## config.mk

```make
export PLATFORM = sky130hd
export DESIGN_NAME = polar_partial_sum_encoder_top
export DESIGN_NICKNAME = d
export VERILOG_FILES = /design/src/rtl/ppse_pkg.sv /design/src/rtl/polar_partial_sum_encoder_top.sv
export SDC_FILE = /design/constraint.sdc
export NUM_CORES = 1
export LEC_CHECK = 0
export BUFFER_PORTS_ARGS = -buffer_cell sky130_fd_sc_hd__buf_2
export CAP_MARGIN = 15
export CELL_PAD_IN_SITES_DETAIL_PLACEMENT = 0
export CELL_PAD_IN_SITES_GLOBAL_PLACEMENT = 1
export CORE_UTILIZATION = 43
export CTS_CLUSTER_DIAMETER = 120
export DETAILED_ROUTE_END_ITERATION = 10
export GPL_TIMING_DRIVEN = 0
export MAX_ROUTING_LAYER = met4
export PLACE_DENSITY = 0.76
export RECOVER_POWER = 50
export SYNTH_ARGS = -nofsm -noshare
export SYNTH_HDL_FRONTEND = slang
export SYNTH_SLANG_ARGS = --single-unit
```

## constraint.sdc

```tcl
create_clock -name clk -period 3.7 [get_ports clk]
set_clock_uncertainty 0.2 [all_clocks]
set_input_delay 0.37 -clock clk [delete_from_list [all_inputs] [get_ports clk]]
set_output_delay 0.37 -clock clk [all_outputs]
set_load 0.05 [all_outputs]
```

## src/rtl/ppse_pkg.sv

```systemverilog
// Package: shared types, widths and mask/index helpers for the polar partial-sum encoder.
`default_nettype none

package ppse_pkg;

  localparam int TREE_W  = 63;
  localparam int UPPER_W = 31;
  localparam int CW_W    = 32;

  typedef logic [TREE_W-1:0] tree_t;

  // Positions whose level is encoded at this layer: bit l of p clear, l below level k.
  function automatic tree_t layer_mask(input int log_len, input int l);
    tree_t m;
    int    base;
    int    n;
    m = '0;
    for (int k = 1; k <= log_len; k++) begin
      n    = 1 << k;
      base = n - 1;
      if (l < k && base + n <= TREE_W) begin
        for (int p = 0; p < n; p++) begin
          if (((p >> l) & 1) == 0) m[base+p] = 1'b1;
        end
      end
    end
    return m;
  endfunction

  // Source bit for result bit i after reversing positions within its level.
  function automatic int rev_src(input int log_len, input int i);
    int src;
    int base;
    int n;
    int p;
    int q;
    src = i;
    for (int k = 1; k <= log_len; k++) begin
      n    = 1 << k;
      base = n - 1;
      if (base + n <= TREE_W && i >= base && i < base + n) begin
        p = i - base;
        q = 0;
        for (int b = 0; b < k; b++) q = q | (((p >> b) & 1) << (k - 1 - b));
        src = base + q;
      end
    end
    return src;
  endfunction

endpackage

`default_nettype wire

```

## src/rtl/polar_partial_sum_encoder_top.sv

```systemverilog
// Polar partial-sum encoder for one list path: pipelined XOR butterfly plus bit reversal.
//
// Input channel (in_valid / in_stall) carries one path's decision tree per item.
// Output channel (out_valid / out_stall) returns the encoded, level-wise bit-reversed
// tree split into upper_levels (levels below the last) and codeword_bits (last level).
// An item moves on a rising edge where valid is high and stall is low.
//
// Pipeline: one input register, one register per butterfly layer (LOG_BLOCK_LEN of
// them) and one register after the bit reversal, so an accepted item passes through
// all of these registers in that order before it can be taken from the output. A new
// item is taken every cycle while nothing stalls; throughput is one item per cycle.
//
// When the receiver stalls, the last stage holds its item and bubbles ahead of it
// are squeezed out; in_stall rises only once every stage holds an item.
// Reset (rst, synchronous) clears all stage valid bits; payload registers keep
// whatever they held. Nothing else is stored between items.
`default_nettype none

module polar_partial_sum_encoder_top
  import ppse_pkg::*;
#(
  parameter int BLOCK_LEN     = 32,
  parameter int LOG_BLOCK_LEN = 5
) (
  input  wire logic                clk,
  input  wire logic                rst,
  input  wire logic                in_valid,
  output      logic                in_stall,
  input  wire logic [TREE_W-1:0]   decision_tree,
  output      logic                out_valid,
  input  wire logic                out_stall,
  output      logic [UPPER_W-1:0]  upper_levels,
  output      logic [CW_W-1:0]     codeword_bits
);

  localparam int STAGES = LOG_BLOCK_LEN + 2;
  localparam int LAST   = STAGES - 1;

  tree_t                          data [STAGES];
  logic [STAGES-1:0]              vld;
  logic [STAGES-1:0]              adv;
  logic [STAGES-1:0][TREE_W-1:0]  stage_next;
  tree_t                          masked;
  tree_t                          reversed;

  // A stage may load when it is empty or its item moves on.
  always_comb begin
    adv[LAST] = !vld[LAST] || !out_stall;
    for (int s = LAST - 1; s >= 0; s--) adv[s] = !vld[s] || adv[s+1];
  end

  assign in_stall = !adv[0];

  // Drop tree bits beyond the 2*BLOCK_LEN-1 used positions.
  always_comb begin
    for (int i = 0; i < TREE_W; i++) begin
      masked[i] = (i < 2 * BLOCK_LEN - 1) ? decision_tree[i] : 1'b0;
    end
  end

  always_ff @(posedge clk) begin
    if (rst) begin
      vld <= '0;
    end else begin
      if (adv[0]) vld[0] <= in_valid;
      for (int s = 1; s < STAGES; s++) begin
        if (adv[s]) vld[s] <= vld[s-1];
      end
    end
  end

  assign stage_next[0] = masked;

  // One butterfly layer per stage, applied to every level at once.
  for (genvar s = 1; s <= LOG_BLOCK_LEN; s++) begin : g_layer
    localparam tree_t LMASK = layer_mask(LOG_BLOCK_LEN, s - 1);
    assign stage_next[s] = data[s-1] ^ ((data[s-1] >> (1 << (s - 1))) & LMASK);
  end

  for (genvar i = 0; i < TREE_W; i++) begin : g_rev
    localparam int SRC = rev_src(LOG_BLOCK_LEN, i);
    assign reversed[i] = data[LOG_BLOCK_LEN][SRC];
  end

  assign stage_next[LAST] = reversed;

  always_ff @(posedge clk) begin
    for (int s = 0; s < STAGES; s++) begin
      if (adv[s]) data[s] <= stage_next[s];
    end
  end

  assign out_valid = vld[LAST];

  always_comb begin
    for (int i = 0; i < UPPER_W; i++) begin
      upper_levels[i] = (i < BLOCK_LEN - 1) ? data[LAST][i] : 1'b0;
    end
    for (int i = 0; i < CW_W; i++) begin
      codeword_bits[i] = (i < BLOCK_LEN) ? data[LAST][BLOCK_LEN-1+i] : 1'b0;
    end
  end

  a_reset_empties: assert property (@(posedge clk) rst |=> (vld == '0))
    else $error("pipeline not empty after reset");

  a_accept_fills_first: assert property (@(posedge clk) disable iff (rst)
    (in_valid && !in_stall) |=> vld[0])
    else $error("accepted item missing from first stage");

  a_stall_only_when_full: assert property (@(posedge clk) disable iff (rst)
    in_stall |-> ((&vld) && out_stall))
    else $error("input stalled while pipeline has a free slot");

  a_held_item_stays: assert property (@(posedge clk) disable iff (rst)
    (vld[LAST] && out_stall) |=> (vld[LAST] && $stable(data[LAST])))
    else $error("stalled output item changed or vanished");

endmodule

`default_nettype wire

```

* Word-level counts from Yosys, hierarchy flattened *
Memory sizes are Yosys's and may differ from the RTL's.
Index checks and enable logic that the tools add are counted.

operators by class
  div/mod/pow operators = 0
  muxes and demuxes = 14
  $lt $le $gt $ge = 0
  reductions and logical operators = 16
  equality and inequality tests = 0
  add/subtract/negate cells = 0
  $mul = 0
  bitwise gates (word level) = 5
  shift-type cells = 0

operator list
  kind                count
  $xor A63 B47 Y63    1
  $xor A63 B55 Y63    1
  $xor A63 B59 Y63    1
  $xor A63 B61 Y63    1
  $xor A63 B62 Y63    1
  $mux W1             14
  $logic_not A1 Y1    9
  $logic_or A1 B1 Y1  7

word-level totals
  word-level logic and storage cells = 43
  output and inout bits = 65
  memories kept = 1
  register bits = 7
  ROM bits = 0
  bits in writable memories = 441
  input bits = 67
  latch bits = 0

memory list
  name  words  width  read ports  clocked after memory_dff  wr ports  line                                 text
  data  7      63     7           0                         7         polar_partial_sum_encoder_top.sv:39  tree_t data [STAGES];

* Longest topological paths before layout *
  word-level depth = 10
  mapped depth = 4
  mapped depth without buffers = 3

* Worst setup path before layout *
No wires, ideal clock.

  kind = reg-to-reg
  from = register vld[6]
  to = memory data[3][0] (netlist name) (enable)
  setup slack = 0.149 ns
  arrival = 2.502 ns
  required time = 2.652 ns
  cell stages (with the launch flop) = 4
  period minus slack after synthesis = 3.551 ns
  buffers on the path = 1
  setup time = 0.848 ns
  path through = dfxtp_1 and3_2 buf_6 nand3_1

RTL lines
  element                            line                                 text
  from (decl)                        polar_partial_sum_encoder_top.sv:40  logic [STAGES-1:0] vld;
  from (signal, indexed assignment)  polar_partial_sum_encoder_top.sv:67  if (adv[s]) vld[s] <= vld[s-1];
  to (decl)                          polar_partial_sum_encoder_top.sv:39

* Worst setup path after layout *
  from = input out_stall
  to = output in_stall

on the way
  longest elaborated chain between the ends = 9

RTL lines
  element                           line                                 text
  from (decl)                       polar_partial_sum_encoder_top.sv:31  input wire logic out_stall,
  $logic_not A1 Y1                  polar_partial_sum_encoder_top.sv:48  adv[LAST] = !vld[LAST] || !out_stall;
  $logic_or A1 B1 Y1                polar_partial_sum_encoder_top.sv:48
  $logic_or A1 B1 Y1 (6 in series)  polar_partial_sum_encoder_top.sv:49  for (int s = LAST - 1; s >= 0; s--) adv[s] = !vld[s] || adv[s+1];
  named net adv[0]                  polar_partial_sum_encoder_top.sv:41  logic [STAGES-1:0] adv;
  $logic_not A1 Y1                  polar_partial_sum_encoder_top.sv:52  assign in_stall = !adv[0];
  to (decl)                         polar_partial_sum_encoder_top.sv:28  output logic in_stall,

The timed path passes the listed nets, and every way through them passes these cells.

==> reports/qor.txt <==
Slew @ Worst Pin: 0.9953 ns
CP max FO: 65
Placer Congestion: 0.7419
total area of sequential cells: 13,380 µm²
Critical Path Start Type: input port
Port Buffer Count: 131
router iterations before antenna repair: 6
diode count: 0
cell internal pwr: 0.009556 W
fill count: 2,597
Yosys reg bits: 448
asr flop ratio synth: 0%
via density per instance: 4.263
worst reg2reg path endpoint: data[0][9]
clk_lat worst skew: 0.52 ns
Overflow after GRT: 0
Post-Syn Nets: 669
CTS Buffer Depth: 3
Finish-stage setup viols: 0
Routed Antenna Nets: 0
DPL Wire Length: 11,910 µm
Clock Sinks: 448
Synth Flop Type: edfxtp_1
post-synth cell types: 14
initial core utilization: 43.75%
highest ir drop seen on vdd: 0.3648 mV
Fin. Hold Viols: 0
PwrDens: 685.8 nW/µm²
full die area: 34,860 µm²
sequential cell area fraction in the yosys report: 91.23%
Ports: 132
Crit. End Element: output pin
Fmax: 319.7 MHz
flop-to-flop setup slack: 1.43 ns
chip height: 186.7 µm
post-synth top area share: 90.28%
Initial DRC Count: 326
clock root cell: clkbuf_16
CTS clk-pin slew, worst paths: 0.06 ns
Tmin final: 3.128 ns
Layout Area Growth over Synthesis: 23.44%
main area contributors after synthesis: edfxtp_1, xor2_1, dfxtp_1
layout cell share with drive strength beyond 1: 21.32%
Mapped Cells: 602
FP Rows: 67
via count: 5,670
critical path type: input port to output pin
WL per Instance: 14.07 µm
Multi-input gate area: 1270 µm²
# H-tree levels: 2
Comb pwr share: 9.1%
Clock power frac: 35.5%
total core area: 33,530 µm²
Hold Path Origin: data[2][5]
# Post-CTS Setup Buffers: 0
max_cap viols: 0
relative slew slack: 33.49%
RSZ-0062 raised after global routing: no
Switching Share: 23.05%
Net Sw Power: 0.002862 W
Critical Path RT: 3.13 ns
largest net degree at the start of global routing: 66
CTS buffer count: 44
Non-Filler Instances: 1,330
R2R cell count: 2
Tcrit/Tclk final: 84.55%
Worst Hold Depth: 0
PostCTS Resize Cnt: 0
vias in the first global route: 5,810
hold buffer count at cts: 66
post-synth top area cell: edfxtp_1
Critical Path AT: 2.56 ns
die width: 186.7 µm
Min Hold Slack: 0.2130 ns
netlist area before placement: 14,670 µm²
Max Slew Vio Count: 0
Layout Nets: 917
share of power burned in registers: 55.4%
GRT Util Overall: 11.22%
worst hold endpoint: data[3][5]
initial antenna violation count: 0
syn_area_per_cell: 24.37 µm²
Commonest cells post-synth: edfxtp_1, xor2_1, dfxtp_1
Pleak: 6.850 nW
first-pass GRT wire length: 30,270 µm
Synth warnings: 0
RR Startpoint: vld[4]
number of flops mapped to enable cells by yosys: 441
Post-route DRC: 0
most numerous cell in the Yosys netlist: edfxtp_1
WL final: 18,720 µm
status: completed
CTS tree: yes
Hold Path Class: flop to flop
placed instance count: 1,185
==> cell usage in the layout, fill, tap and decap left out, types with 2 or more instances in the layout <==
cell type,synthesis,routed
dfxtp_1,7,7
nand2_2,0,2
nand3_4,1,2
bufinv_16,0,6
clkinv_2,0,4
buf_2,0,113
a21oi_1,5,5
xor2_1,129,129
clkinvlp_4,0,2
clkinv_1,0,7
dlygate4sd3_1,0,66
buf_12,0,4
inv_1,6,5
clkbuf_1,0,29
nor2_1,4,4
edfxtp_1,441,441
clkbuf_16,0,46
==> flip-flops by register name, summed over array words and instances, names as in the netlist <==
name  count
data    441
vld       7
==> routing by layer <==
| metal | global-route usage [%] | wire (µm) | up-vias |
|---|---|---|---|
| met3 | 2.652 | 912 | 41 |
| met4 | 4.666 | 520 | 0 |
| met5 | - | 0 | - |
| met1 | 15.53 | 9042 | 2683 |
| met2 | 16.00 | 8241 | 144 |
| li1 | - | - | 2802 |
==> cell families after synthesis <==
kind of cell | after synthesis | synth area share (%)
AND/OR/NAND/NOR | 12 | 0.6056
AO/OA/AOI/OAI | 6 | 0.2303
XOR/XNOR | 129 | 7.702
flip-flops | 448 | 91.23
buffers and inverters | 7 | 0.2303
==> area by class of cell <==
cell class | instances | area share [%]
plain buffers | 1 | 0.06219
clock buffers | 57 | 6.585
clock inverters | 21 | 1.472
inverters | 6 | 0.1244
multi-input cells | 147 | 7.014
flip-flops and latches | 448 | 73.91
well taps | 448 | 3.096
repair buffers | 202 | 7.739
==> power groups by stage <==
stage / logic (W) / clock network [W] / registers (W)
CTS: 0.00115 / 0.00452 / 0.00689
detailed placement: 0.00110 / 0 / 0.00700
finish: 0.00113 / 0.00441 / 0.00688
floorplan: 0.000175 / 0 / 0.00753
global route: 0.00119 / 0.00472 / 0.00697
global placement: 0.00109 / 0 / 0.00696
==> per-stage QoR <==
stage	cell area, µm²	power [W]	utilization [%]	TNS (ns)	setup WS [ns]
after global routing	18110	0.01288	54.00	0	0.3883
final	18110	0.01242	54.00	0	0.5718
after CTS	18100	0.01257	53.99	0	0.5834
after global placement	15890	0.008056	47.37	-18.10	-0.2962
after floorplan	14670	0.007706	-	0	0.1493
after detailed placement	15990	0.008098	47.67	0	1.134
==> critical path: stages <==
cell and delay [ns]:
dlygate4sd3_1 0.52, clkbuf_1 0.13, and3_2 0.20, buf_6 0.16
nand3_4 0.63, inv_1 0.19, buf_2 0.28
==> how the worst max path moves through the flow <==
stage	start	cells past startpoint	slack, ns	end
after floorplan	vld[6]	3	0.15	data[3][0]
after global placement	out_stall	4	-0.30	data[3][14]
after detailed placement	out_stall	6	1.13	in_stall
after CTS	vld[4]	4	0.58	in_stall
after global routing	out_stall	7	0.39	in_stall
final	out_stall	7	0.57	in_stall
Note: power is estimated with default switching activity, not from simulation.
